## config.mk

```make
export PLATFORM = sky130hd
export DESIGN_NAME = motion_command_frame_receiver
export DESIGN_NICKNAME = d
export VERILOG_FILES = /design/src/sv/mcfr_pkg.sv /design/src/sv/motion_command_frame_receiver.sv /design/src/sv/mcfr_core.sv /design/src/sv/mcfr_queue.sv
export SDC_FILE = /design/constraint.sdc
export NUM_CORES = 1
export LEC_CHECK = 0
export CAP_MARGIN = 30
export CORE_AREA = 2 2 180 182
export DETAILED_ROUTE_END_ITERATION = 8
export DIE_AREA = 0 0 182 184
export DONT_BUFFER_PORTS = 1
export GPL_ROUTABILITY_DRIVEN = 0
export PLACE_DENSITY = 0.56
export SETUP_SLACK_MARGIN = 0.2
export SYNTH_ARGS = -nofsm -noshare
export SYNTH_HDL_FRONTEND = slang
export SYNTH_SLANG_ARGS = --single-unit
```

## constraint.sdc

```tcl
create_clock -name clk -period 4.71 [get_ports clk]
set_input_delay 0.942 -clock clk [delete_from_list [all_inputs] [get_ports clk]]
set_output_delay 0.942 -clock clk [all_outputs]
set_load 0.01 [all_outputs]
```

## src/sv/mcfr_pkg.sv

```systemverilog
// ----------------------------------------------------------------------------
// Motion command frame receiver package
// Shared types, constants and helper functions for the frame receiver.
// ----------------------------------------------------------------------------
package mcfr_pkg;

  // Frame marker bytes.
  localparam logic [7:0] START_BYTE = 8'hFF;
  localparam logic [7:0] HEAD1_BYTE = 8'hFE;
  localparam logic [7:0] HEAD2_BYTE = 8'h01;
  localparam logic [7:0] TAIL_BYTE  = 8'h00;

  // Register reset values.
  localparam logic [15:0] TIMEOUT_TICKS_RESET  = 16'd1000;
  localparam logic        TIMEOUT_ENABLE_RESET = 1'b1;

  // Result queue depth default.
  localparam int QUEUE_DEPTH_DEFAULT = 4;

  // Configuration port geometry.
  localparam int CFG_INDEX_W = 1;
  localparam int CFG_DATA_W  = 16;

  // Register indexes.
  typedef enum logic [CFG_INDEX_W-1:0] {
    REG_TIMEOUT_TICKS  = 1'b0,
    REG_TIMEOUT_ENABLE = 1'b1
  } reg_index_t;

  // Input item kinds carried in tuser.
  localparam logic OP_BYTE = 1'b0;
  localparam logic OP_TICK = 1'b1;

  // Result sources carried in tuser.
  localparam logic SRC_FRAME   = 1'b0;
  localparam logic SRC_TIMEOUT = 1'b1;

  // Configuration register set.
  typedef struct packed {
    logic [15:0] timeout_ticks;
    logic        timeout_enable;
  } cfg_t;

  // One result item.
  typedef struct packed {
    logic               source;
    logic signed [15:0] r_speed;
    logic signed [15:0] x_speed;
    logic signed [15:0] y_speed;
  } result_t;

  // Two's complement negation that maps the most negative value to the most
  // positive one.
  function automatic logic [15:0] negate_sat(input logic [15:0] v);
    logic [15:0] neg;
    neg = 16'd0 - v;
    if (v == 16'h8000) begin
      neg = 16'h7FFF;
    end
    return neg;
  endfunction

endpackage

```

## src/sv/motion_command_frame_receiver.sv

```systemverilog
// ----------------------------------------------------------------------------
// Motion command frame receiver
// Collects serial frames into y, x and rotation speed commands and, when the
// timeout is enabled, issues a zero command when no valid frame arrives within the tick timeout.
// ----------------------------------------------------------------------------
// A result passes through the input register and then the result queue before it can be taken.
// Throughput: one request per cycle while the result queue has room, set by the single input register stage.
// Output stalls are absorbed by a QUEUE_DEPTH entry result queue.
// Reset: synchronous, clears the frame state, tick count and queue and loads
// the timeout registers with 1000 ticks, enabled.
// ----------------------------------------------------------------------------
module motion_command_frame_receiver #(
  parameter int QUEUE_DEPTH = mcfr_pkg::QUEUE_DEPTH_DEFAULT
) (
  input  logic                             clk,
  input  logic                             rst,
  input  logic                             cfg_we,
  input  logic [mcfr_pkg::CFG_INDEX_W-1:0] cfg_index,
  input  logic [mcfr_pkg::CFG_DATA_W-1:0]  cfg_wdata,
  input  logic                             s_axis_tvalid,
  output logic                             s_axis_tready,
  input  logic [7:0]                       s_axis_tdata,  // rx_byte
  input  logic                             s_axis_tuser,  // operation
  output logic                             m_axis_tvalid,
  input  logic                             m_axis_tready,
  output logic [47:0]                      m_axis_tdata,  // y_speed, x_speed, r_speed
  output logic                             m_axis_tuser   // source
);
  import mcfr_pkg::*;

  cfg_t    cfg;
  logic    in_valid;
  logic    pipe_valid;
  logic    res_push;
  result_t res;
  result_t out_data;

  // Configuration registers.
  always_ff @(posedge clk) begin
    if (rst) begin
      cfg.timeout_ticks  <= TIMEOUT_TICKS_RESET;
      cfg.timeout_enable <= TIMEOUT_ENABLE_RESET;
    end else if (cfg_we) begin
      case (reg_index_t'(cfg_index))
        REG_TIMEOUT_TICKS:  cfg.timeout_ticks  <= cfg_wdata[15:0];
        REG_TIMEOUT_ENABLE: cfg.timeout_enable <= cfg_wdata[0];
        default: ;
      endcase
    end
  end

  assign in_valid = s_axis_tvalid & s_axis_tready;

  // Frame collection and timeout.
  mcfr_core u_core (
    .clk        (clk),
    .rst        (rst),
    .in_valid   (in_valid),
    .in_op      (s_axis_tuser),
    .in_byte    (s_axis_tdata),
    .cfg        (cfg),
    .pipe_valid (pipe_valid),
    .res_push   (res_push),
    .res        (res)
  );

  // Result buffering.
  mcfr_queue #(
    .DEPTH (QUEUE_DEPTH)
  ) u_queue (
    .clk       (clk),
    .rst       (rst),
    .push      (res_push),
    .push_data (res),
    .pop       (m_axis_tvalid & m_axis_tready),
    .pending   (pipe_valid),
    .accept_ok (s_axis_tready),
    .out_valid (m_axis_tvalid),
    .out_data  (out_data)
  );

  // Output packing, y speed in the lowest bits.
  assign m_axis_tdata = {out_data.r_speed, out_data.x_speed, out_data.y_speed};
  assign m_axis_tuser = out_data.source;

endmodule

```

## src/sv/mcfr_core.sv

```systemverilog
// ----------------------------------------------------------------------------
// Frame receiver core
// Input register, frame collection, header and tail checks, and the tick
// timeout counter. Produces at most one result per registered input item.
// ----------------------------------------------------------------------------
module mcfr_core (
  input  logic             clk,
  input  logic             rst,
  input  logic             in_valid,
  input  logic             in_op,
  input  logic [7:0]       in_byte,
  input  mcfr_pkg::cfg_t   cfg,
  output logic             pipe_valid,
  output logic             res_push,
  output mcfr_pkg::result_t res
);
  import mcfr_pkg::*;

  // Byte positions within a frame.
  localparam logic [3:0] POS_IDLE  = 4'd0;
  localparam logic [3:0] POS_HEAD1 = 4'd1;
  localparam logic [3:0] POS_HEAD2 = 4'd2;
  localparam logic [3:0] POS_Y_LO  = 4'd3;
  localparam logic [3:0] POS_Y_HI  = 4'd4;
  localparam logic [3:0] POS_X_LO  = 4'd5;
  localparam logic [3:0] POS_X_HI  = 4'd6;
  localparam logic [3:0] POS_R_LO  = 4'd7;
  localparam logic [3:0] POS_R_HI  = 4'd8;
  localparam logic [3:0] POS_TAIL  = 4'd9;

  logic        pipe_op;
  logic [7:0]  pipe_byte;

  logic [3:0]  byte_position, byte_position_next;
  logic        header_ok, header_ok_next;
  logic [7:0]  y_low_byte, y_low_byte_next;
  logic [15:0] partial_y, partial_y_next;
  logic [15:0] partial_x, partial_x_next;
  logic [15:0] partial_r, partial_r_next;
  logic [15:0] elapsed_ticks, elapsed_ticks_next;
  logic [15:0] elapsed_inc;

  // Input register: one accepted request per cycle.
  always_ff @(posedge clk) begin
    if (rst) begin
      pipe_valid <= 1'b0;
    end else begin
      pipe_valid <= in_valid;
    end
    if (in_valid) begin
      pipe_op   <= in_op;
      pipe_byte <= in_byte;
    end
  end

  // Frame and timeout logic on the registered request.
  always_comb begin
    byte_position_next = byte_position;
    header_ok_next     = header_ok;
    y_low_byte_next    = y_low_byte;
    partial_y_next     = partial_y;
    partial_x_next     = partial_x;
    partial_r_next     = partial_r;
    elapsed_ticks_next = elapsed_ticks;
    res_push           = 1'b0;
    res.source         = SRC_FRAME;
    res.y_speed        = partial_y;
    res.x_speed        = partial_x;
    res.r_speed        = negate_sat(partial_r);

    elapsed_inc = (elapsed_ticks == 16'hFFFF) ? elapsed_ticks : elapsed_ticks + 16'd1;

    if (pipe_valid) begin
      if (pipe_op == OP_TICK) begin
        // Tick: count up, then fire a zero command on timeout.
        elapsed_ticks_next = elapsed_inc;
        if (cfg.timeout_enable && (elapsed_inc >= cfg.timeout_ticks)) begin
          elapsed_ticks_next = 16'd0;
          res_push           = 1'b1;
          res.source         = SRC_TIMEOUT;
          res.y_speed        = 16'sd0;
          res.x_speed        = 16'sd0;
          res.r_speed        = 16'sd0;
        end
      end else begin
        byte_position_next = byte_position + 4'd1;
        case (byte_position)
          POS_IDLE: begin
            byte_position_next = (pipe_byte == START_BYTE) ? POS_HEAD1 : POS_IDLE;
          end
          POS_HEAD1: header_ok_next  = (pipe_byte == HEAD1_BYTE);
          POS_HEAD2: header_ok_next  = header_ok && (pipe_byte == HEAD2_BYTE);
          POS_Y_LO:  y_low_byte_next = pipe_byte;
          POS_Y_HI:  partial_y_next  = {pipe_byte, y_low_byte};
          POS_X_LO:  partial_x_next  = {8'd0, pipe_byte};
          POS_X_HI:  partial_x_next  = {pipe_byte, partial_x[7:0]};
          POS_R_LO:  partial_r_next  = {8'd0, pipe_byte};
          POS_R_HI:  partial_r_next  = {pipe_byte, partial_r[7:0]};
          POS_TAIL: begin
            byte_position_next = POS_IDLE;
            if (header_ok && (pipe_byte == TAIL_BYTE)) begin
              elapsed_ticks_next = 16'd0;
              res_push           = 1'b1;
            end
          end
          default: byte_position_next = POS_IDLE;
        endcase
      end
    end
  end

  // Receiver state registers.
  always_ff @(posedge clk) begin
    if (rst) begin
      byte_position <= POS_IDLE;
      header_ok     <= 1'b0;
      y_low_byte    <= 8'd0;
      partial_y     <= 16'd0;
      partial_x     <= 16'd0;
      partial_r     <= 16'd0;
      elapsed_ticks <= 16'd0;
    end else begin
      byte_position <= byte_position_next;
      header_ok     <= header_ok_next;
      y_low_byte    <= y_low_byte_next;
      partial_y     <= partial_y_next;
      partial_x     <= partial_x_next;
      partial_r     <= partial_r_next;
      elapsed_ticks <= elapsed_ticks_next;
    end
  end

endmodule

```

## src/sv/mcfr_queue.sv

```systemverilog
// ----------------------------------------------------------------------------
// Frame receiver result queue
// Small result buffer that decouples the input side from output stalls.
// Reserves room for the request still held in the input register.
// ----------------------------------------------------------------------------
module mcfr_queue #(
  parameter int DEPTH = mcfr_pkg::QUEUE_DEPTH_DEFAULT
) (
  input  logic              clk,
  input  logic              rst,
  input  logic              push,
  input  mcfr_pkg::result_t push_data,
  input  logic              pop,
  input  logic              pending,
  output logic              accept_ok,
  output logic              out_valid,
  output mcfr_pkg::result_t out_data
);
  import mcfr_pkg::*;

  localparam int PTR_W = (DEPTH > 1) ? $clog2(DEPTH) : 1;
  localparam int CNT_W = $clog2(DEPTH + 1);

  result_t            mem [DEPTH];
  logic [PTR_W-1:0]   wr_ptr;
  logic [PTR_W-1:0]   rd_ptr;
  logic [CNT_W-1:0]   count;
  logic [CNT_W:0]     committed;

  // Room is needed for the new request and for the one in the input register.
  assign committed = {1'b0, count} + {{CNT_W{1'b0}}, pending};
  assign accept_ok = committed < (CNT_W + 1)'(DEPTH);
  assign out_valid = (count != '0);
  assign out_data  = mem[rd_ptr];

  // Pointer and fill tracking.
  always_ff @(posedge clk) begin
    if (rst) begin
      wr_ptr <= '0;
      rd_ptr <= '0;
      count  <= '0;
    end else begin
      if (push) begin
        wr_ptr <= (wr_ptr == PTR_W'(DEPTH - 1)) ? '0 : wr_ptr + PTR_W'(1);
      end
      if (pop) begin
        rd_ptr <= (rd_ptr == PTR_W'(DEPTH - 1)) ? '0 : rd_ptr + PTR_W'(1);
      end
      count <= count + CNT_W'(push) - CNT_W'(pop);
    end
  end

  // Result storage.
  always_ff @(posedge clk) begin
    if (push) begin
      mem[wr_ptr] <= push_data;
    end
  end

endmodule

```

== Yosys cells after proc, flatten, opt, wreduce, memory -nomap -nowiden ==
Memory sizes are Yosys's and may differ from the RTL's. A register that Yosys moved wholly into a read port is not among the register bits.
Index checks and enable logic that the tools add are counted.

* Memory bits (writable): 196
* Input bits: 31
* Output and inout port bits: 51
* Memories kept: 1
* Register bits after elaboration: 111
* Logic and storage cells: 98

{| class="wikitable"
|+ Memories
! name !! depth !! width !! rd ports !! clocked after memory_dff !! wr ports !! RTL line !! source
|-
| u_queue.mem || 4 || 49 || 1 || 1 || 1 || mcfr_queue.sv:24 || <nowiki>result_t mem [DEPTH];</nowiki>
|}

* Bitwise operators: 6
* $add $sub $neg: 8
* Reductions and logical operators: 23
* Equality and inequality tests: 16
* Multiplexer cells: 25
* $lt $le $gt $ge: 2

{| class="wikitable"
|+ Operator list
! operator !! count
|-
| two-way mux 49 bit || 3
|-
| two-way mux 16 bit || 6
|-
| case mux 16 bit (2 select lines) || 2
|-
| equality test 16 bit (second input constant) || 2
|-
| AND reduction 3 bit || 6
|-
| adder 16 x 1 -> 16 bit (second input constant) || 1
|-
| equality test 4 x 3 -> 1 bit (second input constant) || 4
|-
| equality test 8 bit (second input constant) || 2
|-
| greater-or-equal comparator 16 bit || 1
|-
| subtractor 1 x 16 -> 16 bit (first input constant) || 1
|-
| nonzero test 2 bit || 5
|-
| equality test 4 x 2 -> 1 bit (second input constant) || 2
|-
| equality test 4 bit (second input constant) || 2
|-
| equality test 8 x 1 -> 1 bit (second input constant) || 1
|-
| zero test 8 bit || 1
|-
| two-way mux 1 bit || 8
|-
| two-way mux 2 bit || 4
|-
| case mux 4 bit (2 select lines) || 1
|-
| AND reduction 4 bit || 2
|-
| OR reduction 8 bit || 1
|-
| AND reduction 2 bit || 3
|-
| adder 2 x 1 -> 2 bit (second input constant) || 2
|-
| adder 3 x 1 -> 4 bit || 1
|-
| adder 4 x 1 -> 4 bit (second input constant) || 1
|-
| 11 further kinds || 18
|}

== Depth between registers and ports, before layout ==
Gate-level depths: netlist of the first run.

* Depth in word-level cells: 9
* Gate-level depth with buffers: 16
* Gate-level depth less buffers: 16

== Modules after synthesis ==
Synthesis of the first run repeated with hierarchy kept, for this count alone.

* Cells, all modules: 943
* Area total of the unflattened synthesis: 13113.8 um^2

{| class="wikitable"
|+ By module, submodules not included
! module !! area each (um^2) !! instances !! cells each !! sequential area each (um^2)
|-
| mcfr_queue || 7559.8 || 1 || 302 || 6065.8
|-
| mcfr_core || 4743.3 || 1 || 564 || 1831.8
|-
| motion_command_frame_receiver || 810.8 || 1 || 77 || 340.3
|}

== Least setup slack after synthesis of the first run ==
Ideal clock, no wire load.

* Path type: register -> register
* Start: reg u_core.elapsed_ticks[0]
* End: mem u_queue.mem[0][0] (netlist bit) (enable)
* Path buffers: 0
* Library setup time: 0.412 ns
* Arrival time: 4.672 ns
* Period minus slack after synthesis: 5.084 ns
* Data required time: 4.298 ns
* Setup slack: -0.374 ns
* Stages on the path, launching flop included: 14
* Path through: dfxtp_1 > ha_1 > and4_1 > and4bb_2 > a21boi_0 > and2_1 > xor2_1 > ha_1 > nand2_1 > or3_1 > or4_4 > a31oi_4 > o21a_1 > and2_1

* Longest elaborated chain between the ends: 9
* Elaborated cells on any way between the ends: 10
* Classes of those cells: add/sub: 1; order compare: 1; eq/ne: 1; mux: 6; reduce/logical: 1

{| class="wikitable"
|+ Ends and longest elaborated chain
! item !! RTL line !! source
|-
| start: declaration || mcfr_core.sv:40 || <nowiki>logic [15:0] elapsed_ticks, elapsed_ticks_next;</nowiki>
|-
| start signal: assignment || mcfr_core.sv:129 || <nowiki>elapsed_ticks <= elapsed_ticks_next;</nowiki>
|-
| adder 16 x 1 -> 16 bit / equality test 16 bit (equally long branches) || mcfr_core.sv:71 || <nowiki>elapsed_inc = (elapsed_ticks == 16'hFFFF) ? elapsed_ticks : elapsed_ticks + 16'd1;</nowiki>
|-
| two-way mux 16 bit * || mcfr_core.sv:71 ||
|-
| greater-or-equal comparator 16 bit * || mcfr_core.sv:77 || <nowiki>if (cfg.timeout_enable && (elapsed_inc >= cfg.timeout_ticks)) begin</nowiki>
|-
| logical AND 1 bit * || mcfr_core.sv:77 ||
|-
| two-way mux 1 bit * || mcfr_core.sv:77 ||
|-
| two-way mux 1 bit * || mcfr_core.sv:74 || <nowiki>if (pipe_op == OP_TICK) begin</nowiki>
|-
| two-way mux 1 bit * || mcfr_core.sv:73 || <nowiki>if (pipe_valid) begin</nowiki>
|-
| via res_push || motion_command_frame_receiver.sv:34 || <nowiki>logic res_push;</nowiki>
|-
| two-way mux 1 bit * || mcfr_queue.sv:55 || <nowiki>if (push) begin</nowiki>
|-
| two-way mux 1 bit (implied by the code) * || mcfr_queue.sv:56 || <nowiki>mem[wr_ptr] <= push_data;</nowiki>
|-
| end: declaration || mcfr_queue.sv:24 ||
|}

Mark *: on every way through the listed nets, which the timed path passes. The rest lies on a longest branch.

== Final worst setup path of the first run ==
* Start: reg u_core.elapsed_ticks[0]
* End: reg u_queue.count[1]

* Longest elaborated chain between the ends: 9
* Elaborated cells on any way between the ends: 10
* Classes of those cells: add/sub: 3; order compare: 1; eq/ne: 1; mux: 4; reduce/logical: 1

{| class="wikitable"
|+ Ends and longest elaborated chain
! item !! RTL line !! source
|-
| adder 16 x 1 -> 16 bit / equality test 16 bit (equally long branches) || mcfr_core.sv:71 ||
|-
| two-way mux 16 bit * || mcfr_core.sv:71 ||
|-
| greater-or-equal comparator 16 bit * || mcfr_core.sv:77 ||
|-
| logical AND 1 bit * || mcfr_core.sv:77 ||
|-
| two-way mux 1 bit * || mcfr_core.sv:77 ||
|-
| two-way mux 1 bit * || mcfr_core.sv:74 ||
|-
| two-way mux 1 bit * || mcfr_core.sv:73 ||
|-
| via res_push || motion_command_frame_receiver.sv:34 ||
|-
| adder 3 x 1 -> 3 bit * || mcfr_queue.sv:49 || <nowiki>count <= count + CNT_W'(push) - CNT_W'(pop);</nowiki>
|-
| subtractor 3 x 1 -> 3 bit * || mcfr_queue.sv:49 ||
|-
| end signal: assignment || mcfr_queue.sv:49 ||
|-
| end: declaration || mcfr_queue.sv:27 || <nowiki>logic [CNT_W-1:0] count;</nowiki>
|}

Marked as above.
A chain may end at the register's enable or synchronous reset.

==> flow_summary.json, run 1 <==
{
  "status": "finished clean",
  "dr.first_iter.drc_count": 504,
  "placed_area_sq_um": 13300,
  "drv_cap": 0,
  "n_fill_cell": 2842,
  "yosysWarningCount": 0,
  "required_ns": 5.11,
  "nets": 1012,
  "final.setup_skew_ns": 0.0217,
  "drive_gt1_frac": 0.141,
  "grt_max_degree": 80,
  "cts_tree": "yes",
  "leakagePower_nw": 4.98,
  "rsz0062_at_grt": "no",
  "drc": 0,
  "ys_ff_latch": 309,
  "synth.distinct_cells": 58,
  "dr_total_vias": 7352,
  "grt_pass1_vias": 7436,
  "relSlewSlack": 0.426,
  "grt_pass1_wl_um": 41900,
  "fp.dieH_um": 184,
  "rows": 65,
  "post-cts-setup-buffers": 0,
  "fmax_ghz": 0.234,
  "hold_path_class": "flip-flop to flip-flop",
  "cts.clk_slew.worst_paths_ns": 0.06,
  "grt_antenna_before_repair": 2,
  "power.total_mw": 6.12,
  "synth-edff-count": 205,
  "die_area_sq_um": 33500,
  "htree_levels": 2,
  "ant_nets": 0,
  "utilization": 0.458,
  "timing.hold.ws_ns": 0.446,
  "fp.dieW_um": 182,
  "crit_type": "flip-flop to flip-flop",
  "ir_worst_vdd_v": 0.000235,
  "cts.sinks": 309,
  "hold_buffers": 0,
  "dp_hpwl_um": 17200,
  "grt_use_total": 0.161,
  "drt-vias-per-instance": 5.33,
  "io_pins": 82,
  "worstMarginPinSlew_ns": 0.861,
  "insertion_delay_ns": 0.52,
  "clk_path_buf_depth": 3,
  "core_area_sq_um": 31400,
  "synthesis.nets": 1010,
  "synth-seq-area-share": 0.645,
  "grt_overflow": 0,
  "dr.pass1.iters": 4,
  "start_util": 0.407,
  "cp_max_fo": 7,
  "wl_per_cell_um": 19.4,
  "cts_root_buf": "clkbuf_16",
  "final_area_sq_um": 14400,
  "start_kind": "flip-flop",
  "numPortBuffers": 0,
  "worst_setup_path_end_kind": "flip-flop",
  "wirelength_um": 26700,
  "synth_ff_type": "edfxtp_1",
  "finalMaxSlewViolations": 0,
  "finalCriticalPeriod_ns": 4.28,
  "syn2layout_area_growth_pct": 12.7,
  "hold_viol_final": 0,
  "critPathArrivalTime_ns": 4.68,
  "synthCells": 948,
  "finalSetupViolCount": 0,
  "cts-buffers-inserted": 35,
  "synth_area_sq_um": 12800,
  "synth.avg_cell_area_sq_um": 13.5,
  "async_flop_share": 0,
  "timing.final.crit_share": 0.909,
  "p_per_area_nw_per_um2": 426
}
==> sequential cells by signal (all words and copies together), names as in the netlist, named ones only <==
register              cells
u_core.pipe_byte          8
u_core.pipe_op            1
u_queue.count             3
u_core.partial_y         16
u_core.header_ok          1
u_queue.wr_ptr            2
cfg                      17
u_core.y_low_byte         8
u_core.elapsed_ticks     16
u_queue.rd_ptr            2
u_queue.mem             196
u_core.partial_x         16
u_core.byte_position      4
u_core.pipe_valid         1
u_core.partial_r         16
==> cells by family (layout without fill, tap and decap cells) <==
logic type | count (synthesis) | count (layout) | synth area share
compound gates | 129 | 129 | 0.0645
xor+xnor | 22 | 22 | 0.0151
fa+ha+maj | 31 | 31 | 0.0310
buf+inv | 85 | 114 | 0.0261
flops | 309 | 309 | 0.645
mux | 71 | 71 | 0.104
other cells | 0 | 1 | 0
simple gates | 301 | 301 | 0.114
==> timing repair <==
item,in CTS,in global routing
pin swaps,0,0
endpoints found under the setup margin,239,249
gates cloned,0,2
gates resized for setup,2,8
==> synthesized netlist by cell type, types with 13 or more instances <==
cell / n / area (sq um)
ha_1: 30 / 375
inv_1: 31 / 116
mux4_2: 49 / 1100
edfxtp_1: 205 / 6160
nor3_1: 13 / 65.1
xor2_1: 15 / 131
nand2_1: 113 / 424
nor2_1: 53 / 199
nand3_1: 29 / 145
dfxtp_1: 104 / 2080
a21oi_1: 68 / 340
and2_1: 41 / 257
clkbuf_1: 41 / 154
mux2i_1: 17 / 170
==> cell type report <==
type / instances / area (sq um) / share of cell area
repair buffers: 18 / 251 / 0.0175
inverters: 32 / 124 / 0.00861
well taps: 402 / 503 / 0.0350
multi-input cells: 554 / 4210 / 0.293
clock buffers: 48 / 935 / 0.0649
diodes: 1 / 2.50 / 0.000174
flip-flops and latches: 309 / 8240 / 0.573
clock inverters: 16 / 121 / 0.00843
==> worst max-delay path, stage by stage (launching register included) <==
cell and delay, ns:
dfxtp_1 0.41, ha_1 0.23, and4_1 0.27, and4bb_2 0.32, a21boi_2 0.12, and2_1 0.21, xor2_1 0.15, ha_1 0.30
nand2_1 0.07, or3_1 0.39, or4_4 0.57, a31oi_4 0.20, o21a_2 0.22, ha_1 0.19, fa_1 0.40, nor2b_1 0.13
==> stage by stage <==
step | setup slack [ns] | TNS (ns) | std cells
finish | 0.429 | 0 | 1380
global route | 0.201 | 0 | 1379
CTS | 0.201 | 0 | 1377
detailed placement | -0.0290 | -0.742 | 1313
global placement | 0.0754 | 0 | 1313
floorplan | 0.153 | 0 | 948
==> routing by layer <==
metal  track usage  part of all wire  up-vias  routed length, um
met3        0.0303             0.041       45               1090
met4        0.0494             0.022        2                598
met1         0.204              0.44     3647              11800
li1              -                 -     3526                  -
met2         0.282              0.50      132              13300
met5             0           0.00037        -                 10
==> final timing paths <==
check	cells after the start	endpoint	from	slack, ns
setup reg to reg	15	u_queue.count[1]	u_core.elapsed_ticks[0]	0.43
setup / recovery	15	u_queue.count[1]	u_core.elapsed_ticks[0]	0.43
hold reg to reg	2	u_core.partial_x[14]	u_core.partial_x[14]	0.45
hold / removal	2	u_core.partial_x[14]	u_core.partial_x[14]	0.45
==> report_power, final <==
group / total (mW) / switching [mW] / internal, mW
Sequential: 3.08 / 0.153 / 2.93
Clock: 2.47 / 1.06 / 1.41
Combinational: 0.577 / 0.290 / 0.287
==> placed cells by master, fill, tap and decap left out, types with 8 or more instances in the layout <==
cell / Yosys / routed
nor3_1: 13 / 13
nand4_1: 8 / 8
nand3_1: 29 / 29
a21oi_1: 68 / 68
o211ai_1: 8 / 8
xor2_1: 15 / 15
clkbuf_1: 41 / 12
edfxtp_1: 205 / 205
inv_1: 31 / 31
nor2_1: 53 / 53
ha_1: 30 / 30
nand2_1: 113 / 112
a22oi_1: 8 / 8
buf_4: 1 / 9
mux2i_1: 17 / 17
clkbuf_16: 0 / 36
and2_1: 41 / 37
dfxtp_1: 104 / 102
mux4_2: 49 / 49
Power figures use the tool's default switching activity.
==> inputs of run 2 (changes only) <==
==> constraint.sdc (replaced) <==
create_clock -name clk -period 3.7 [get_ports clk]
set_input_delay 0.74 -clock clk [delete_from_list [all_inputs] [get_ports clk]]
set_output_delay 0.74 -clock clk [all_outputs]
set_load 0.01 [all_outputs]
==> flow_summary.json, run 2 (same netlist as run 1, synthesis figures left out) <==
{
  "rsz0062_at_grt": "yes",
  "pre_cts_ws_ns": -0.344,
  "die_area_sq_um": 33500,
  "start_kind": "flip-flop",
  "dr.first_iter.drc_count": 501,
  "grtUsageMet3": 0.0297,
  "status": "finished with violations",
  "io_pins": 82,
  "hold_buffers": 0,
  "hold_path_class": "primary input to flip-flop",
  "worstMarginPinSlew_ns": 0.819,
  "grt_overflow": 0,
  "grt_use_total": 0.175,
  "ff2ff_path_depth": 16,
  "p_comb_frac": 0.120,
  "ir_worst_vdd_v": 0.000327,
  "nets": 1108,
  "clkPwrFrac": 0.420,
  "cp_slowest_cell": "or4_4",
  "switching_share": 0.243,
  "htree_levels": 2,
  "cts_root_buf": "clkbuf_16",
  "r2r-end": "u_queue.mem[2][6]",
  "final.setup_skew_ns": 0.0227,
  "fp.dieH_um": 184,
  "reg2reg_slack_ns": -0.18,
  "cts.clk_slew.worst_paths_ns": 0.06,
  "grt_antenna_before_repair": 1,
  "rows": 65,
  "setup_tns_ns": -26.97,
  "r2r-start": "u_core.elapsed_ticks[1]",
  "cp_max_fo": 7,
  "crit_chain": "ha_4 -> and4_4 -> and4bb_4 -> a21boi_4 -> and3_4 -> xor2_2 -> ha_1 -> nand2_1 -> or3_4 -> or4_4 -> a31oi_4 -> o21a_1 -> buf_6 -> and2_4 -> buf_12 -> clkbuf_16",
  "finalCriticalPeriod_ns": 3.88,
  "p_per_area_nw_per_um2": 515,
  "critPathLaunch": "u_core.elapsed_ticks[1]",
  "numPortBuffers": 0,
  "p_int_mw": 6.21,
  "dr_total_vias": 7795,
  "cp_top_family": "simple AND/OR/NAND/NOR gates",
  "busiest_layer": "met2",
  "dp_cells": 1372,
  "relSlewSlack": 0.452,
  "critPathArrivalTime_ns": 4.13,
  "multi_input_area_sq_um": 4420,
  "hold_viol_final": 0,
  "insertion_delay_ns": 0.53,
  "grt_pass1_wl_um": 45100,
  "finalSetupViolCount": 198,
  "wirelength_um": 29300,
  "drt-vias-per-instance": 5.28,
  "wl_per_cell_um": 19.8,
  "drv_cap": 0,
  "max_flop_register": "u_queue.mem",
  "placed_area_sq_um": 13900,
  "worst_setup_path_end_kind": "flip-flop",
  "grtUsageMet1": 0.221,
  "fp.dieW_um": 182,
  "p_seq_frac": 0.460,
  "cp_num_cells": 16,
  "final_cell_mix": "edfxtp_1 (205), nand2_1 (111), dfxtp_1 (100)",
  "n_fill_cell": 2680,
  "clk_path_buf_depth": 3,
  "final_area_sq_um": 15900,
  "timing.final.crit_share": 1.05,
  "dr.pass1.iters": 5,
  "start_util": 0.407,
  "largest_register_ffs": 196,
  "worstSetupEndpoint": "u_queue.mem[2][6]",
  "reg_top3": "u_queue.mem x196, cfg x17",
  "ant_nets": 0,
  "grt_pass1_vias": 7837,
  "layout.cells.non_filler": 1476,
  "cts.sinks": 309,
  "syn2layout_area_growth_pct": 24.9,
  "power.total_mw": 8.20,
  "drc": 0,
  "critPathBufInv": 3,
  "final_common_cell": "edfxtp_1",
  "fmax_ghz": 0.258,
  "required_ns": 3.95,
  "cts_tree": "yes",
  "slowest_delay_ns": 0.44,
  "drive_gt1_frac": 0.262,
  "dp_hpwl_um": 18800,
  "violations": "negative setup slack",
  "finalMaxSlewViolations": 0,
  "switchingPower_mw": 1.99,
  "crit_type": "flip-flop to flip-flop",
  "core_area_sq_um": 31400,
  "leakagePower_nw": 5.67,
  "grt_max_degree": 80,
  "seq_area_sq_um": 8250,
  "final.setup.worst_slack_ns": -0.177,
  "grt_util_met2": 0.310,
  "cts-buffers-inserted": 35
}
-- run 2: changes by cell type in the layout (fill, tap and decap cells not counted), sizes merged --
cell / before / now
buf: 17 / 108
inv: 33 / 35
clkbuf: 49 / 52
clkinv: 14 / 10
clkinvlp: 1 / 2
bufinv: 0 / 3
-- run 2: repair_timing --
action | 4_1_cts | 5_1_grt
buffers inserted | 22 | 5
endpoints found under the setup margin | 411 | 412
gates cloned | 6 | 6
resized for setup | 48 | 37
pin swaps | 14 | 25
-- run 2: worst min-delay path by stage --
stage | cells past startpoint | end | startpoint
floorplan | 2 | u_core.partial_x[9] | u_core.partial_x[9]
CTS | 1 | u_core.partial_y[11] | rst
detailed placement | 2 | u_core.partial_x[13] | u_core.partial_x[13]
finish | 1 | u_core.partial_y[11] | rst
global placement | 2 | u_core.partial_x[13] | u_core.partial_x[13]
global route | 1 | u_core.partial_y[13] | rst
-- run 2: through the flow --
step / utilization / hold slack [ns]
6_report: 0.508 / 0.288
5_1_grt: 0.508 / 0.266
4_1_cts: 0.497 / 0.250
3_5_place_dp: 0.442 / 0.436
3_3_place_gp: 0.442 / 0.431
2_1_floorplan: - / 0.427
-- run 2: power groups by stage --
stage	sequential, mW	clock (mW)	combinational [mW]
floorplan	3.82	0	0.719
global placement	3.85	0	0.957
detailed placement	3.85	0	0.962
CTS	3.78	3.53	0.993
global route	3.78	3.67	1.06
finish	3.77	3.44	0.983
-- run 2: worst register-to-register path: cells and delay by family (launching register included) --
kind | cells | cell delay, ns
compound gates | 3 | 0.46
xor+xnor | 1 | 0.15
fa+ha+maj | 2 | 0.43
buf+inv | 3 | 0.48
flops | 1 | 0.35
simple gates | 7 | 1.74
-- run 2: metal layers --
layer | vias up | share of wire
met5 | - | 0
met4 | 0 | 0.020
met3 | 35 | 0.041
met2 | 159 | 0.52
met1 | 3887 | 0.42
li1 | 3714 | -
-- run 2: layout make-up --
cell class,instances,area share
clock inverters,18,0.0133
clock buffers,46,0.0594
flip-flops and latches,309,0.518
diodes,1,0.000157
multi-input cells,554,0.277
repair buffers,114,0.0931
well taps,402,0.0316
inverters,32,0.00761
==> inputs of run 3 (changes only) <==
==> constraint.sdc (replaced) <==
create_clock -name clk -period 3.7 [get_ports clk]
set_input_delay 0 -clock clk [delete_from_list [all_inputs] [get_ports clk]]
set_output_delay 0 -clock clk [all_outputs]
set_load 0.01 [all_outputs]
==> flow_summary.json, run 3 (same netlist as run 1, synthesis figures left out) <==
{
  "finalMaxSlewViolations": 0,
  "clk_path_buf_depth": 3,
  "relSlewSlack": 0.177,
  "drc": 0,
  "p_per_area_nw_per_um2": 489,
  "final_common_cell": "edfxtp_1",
  "crit_type": "flip-flop to flip-flop",
  "dr_total_vias": 8154,
  "nets": 1181,
  "die_area_sq_um": 33500,
  "rows": 65,
  "critPathBufInv": 3,
  "power.total_mw": 8.21,
  "finalCriticalPeriod_ns": 3.94,
  "hold_viol_final": 0,
  "dp_cells": 1369,
  "cp_slowest_cell": "or4_4",
  "status": "finished with violations",
  "final_cell_mix": "edfxtp_1 (205), nand2_1 (111), dfxtp_1 (100)",
  "start_kind": "flip-flop",
  "rsz0062_at_grt": "yes",
  "cts_tree": "yes",
  "wirelength_um": 30600,
  "cp_top_family": "simple AND/OR/NAND/NOR gates",
  "reg_top3": "u_queue.mem x196, cfg x17",
  "drt-vias-per-instance": 5.27,
  "cp_max_fo": 6,
  "cts.clk_slew.worst_paths_ns": 0.06,
  "drive_gt1_frac": 0.268,
  "syn2layout_area_growth_pct": 31.6,
  "placed_area_sq_um": 13800,
  "required_ns": 3.94,
  "dr.pass1.iters": 5,
  "antenna_cells": 0,
  "grt_antenna_before_repair": 0,
  "final.setup_skew_ns": 0.0232,
  "grt_max_degree": 80,
  "drv_cap": 0,
  "final_area_sq_um": 16800,
  "grt_overflow": 0,
  "crit_chain": "ha_4 -> and4_4 -> and4bb_4 -> a21boi_4 -> and2_4 -> xor2_2 -> ha_1 -> nand2_2 -> or3_4 -> or4_4 -> a31oi_4 -> o21a_1 -> buf_6 -> and2_4 -> buf_6 -> clkbuf_16",
  "wl_per_cell_um": 19.8,
  "fp.dieW_um": 182,
  "insertion_delay_ns": 0.53,
  "layout.cells.non_filler": 1547,
  "dr.first_iter.drc_count": 547,
  "utilization": 0.535,
  "pre_cts_ws_ns": -0.266,
  "violations": "negative setup slack",
  "core_area_sq_um": 31400,
  "grt_pass1_wl_um": 47500,
  "finalSetupViolCount": 254,
  "grt_use_total": 0.184,
  "ir_worst_vdd_v": 0.000359,
  "max_flop_register": "u_queue.mem",
  "n_fill_cell": 2551,
  "hold_path_class": "primary input to flip-flop",
  "setup_tns_ns": -42.62,
  "timing.hold.ws_ns": 0.0336,
  "ant_nets": 0,
  "final.setup.worst_slack_ns": -0.245,
  "critPathArrivalTime_ns": 4.18,
  "cts.sinks": 309,
  "cts_root_buf": "clkbuf_16",
  "numPortBuffers": 0,
  "start_util": 0.407,
  "dp_hpwl_um": 18500,
  "worstMarginPinSlew_ns": 1.23,
  "io_pins": 82,
  "slowest_delay_ns": 0.45,
  "timing.final.crit_share": 1.07,
  "grt_pass1_vias": 8284,
  "largest_register_ffs": 196,
  "fmax_ghz": 0.253,
  "cts-buffers-inserted": 34,
  "worst_setup_path_end_kind": "flip-flop",
  "htree_levels": 2,
  "fp.dieH_um": 184,
  "leakagePower_nw": 6.04
}
run 3: final timing paths:
| kind | startpoint | to | slack, ns | cells past startpoint |
|---|---|---|---|---|
| min | s_axis_tvalid | u_core.pipe_byte[2] | 0.03 | 1 |
| max reg2reg | u_core.elapsed_ticks[0] | u_queue.mem[1][12] | -0.24 | 16 |
| min reg2reg | u_core.partial_x[14] | u_core.partial_x[14] | 0.45 | 2 |
| max | u_core.elapsed_ticks[0] | u_queue.mem[1][12] | -0.24 | 16 |
run 3: power by group:
| part | internal (mW) | switching (mW) | leakage [nW] | total [mW] |
|---|---|---|---|---|
| registers | 3.72 | 0.0958 | 2.75 | 3.82 |
| logic | 0.492 | 0.536 | 2.73 | 1.03 |
| clock network | 2.03 | 1.34 | 0.561 | 3.36 |
| total | 6.24 | 1.97 | 6.04 | 8.21 |
run 3: per-layer routing:
layer / routed length (um) / up-vias / global-route usage
met3: 1110 / 41 / 0.0273
met2: 15500 / 157 / 0.329
li1: - / 3871 / -
met4: 512 / 0 / 0.0503
met5: 0 / - / 0
met1: 13500 / 4085 / 0.235
run 3: layout make-up:
type | instances | area, sq um | share of cell area
Tap cell | 402 | 503 | 0.0299
Sequential cell | 309 | 8250 | 0.491
Clock inverter | 17 | 154 | 0.00916
Clock buffer | 45 | 985 | 0.0586
Multi-Input combinational cell | 554 | 4560 | 0.271
Inverter | 32 | 120 | 0.00715
Timing Repair Buffer | 188 | 2230 | 0.133
run 3: what timing repair did:
action / 4_1_cts / 5_1_grt
gates resized for setup: 57 / 73
setup endpoints to repair: 406 / 413
pin swaps: 22 / 13
endpoints found under the hold margin: 109 / 0
setup buffers: 30 / 10
gates cloned: 6 / 5
hold buffers: 65 / 0
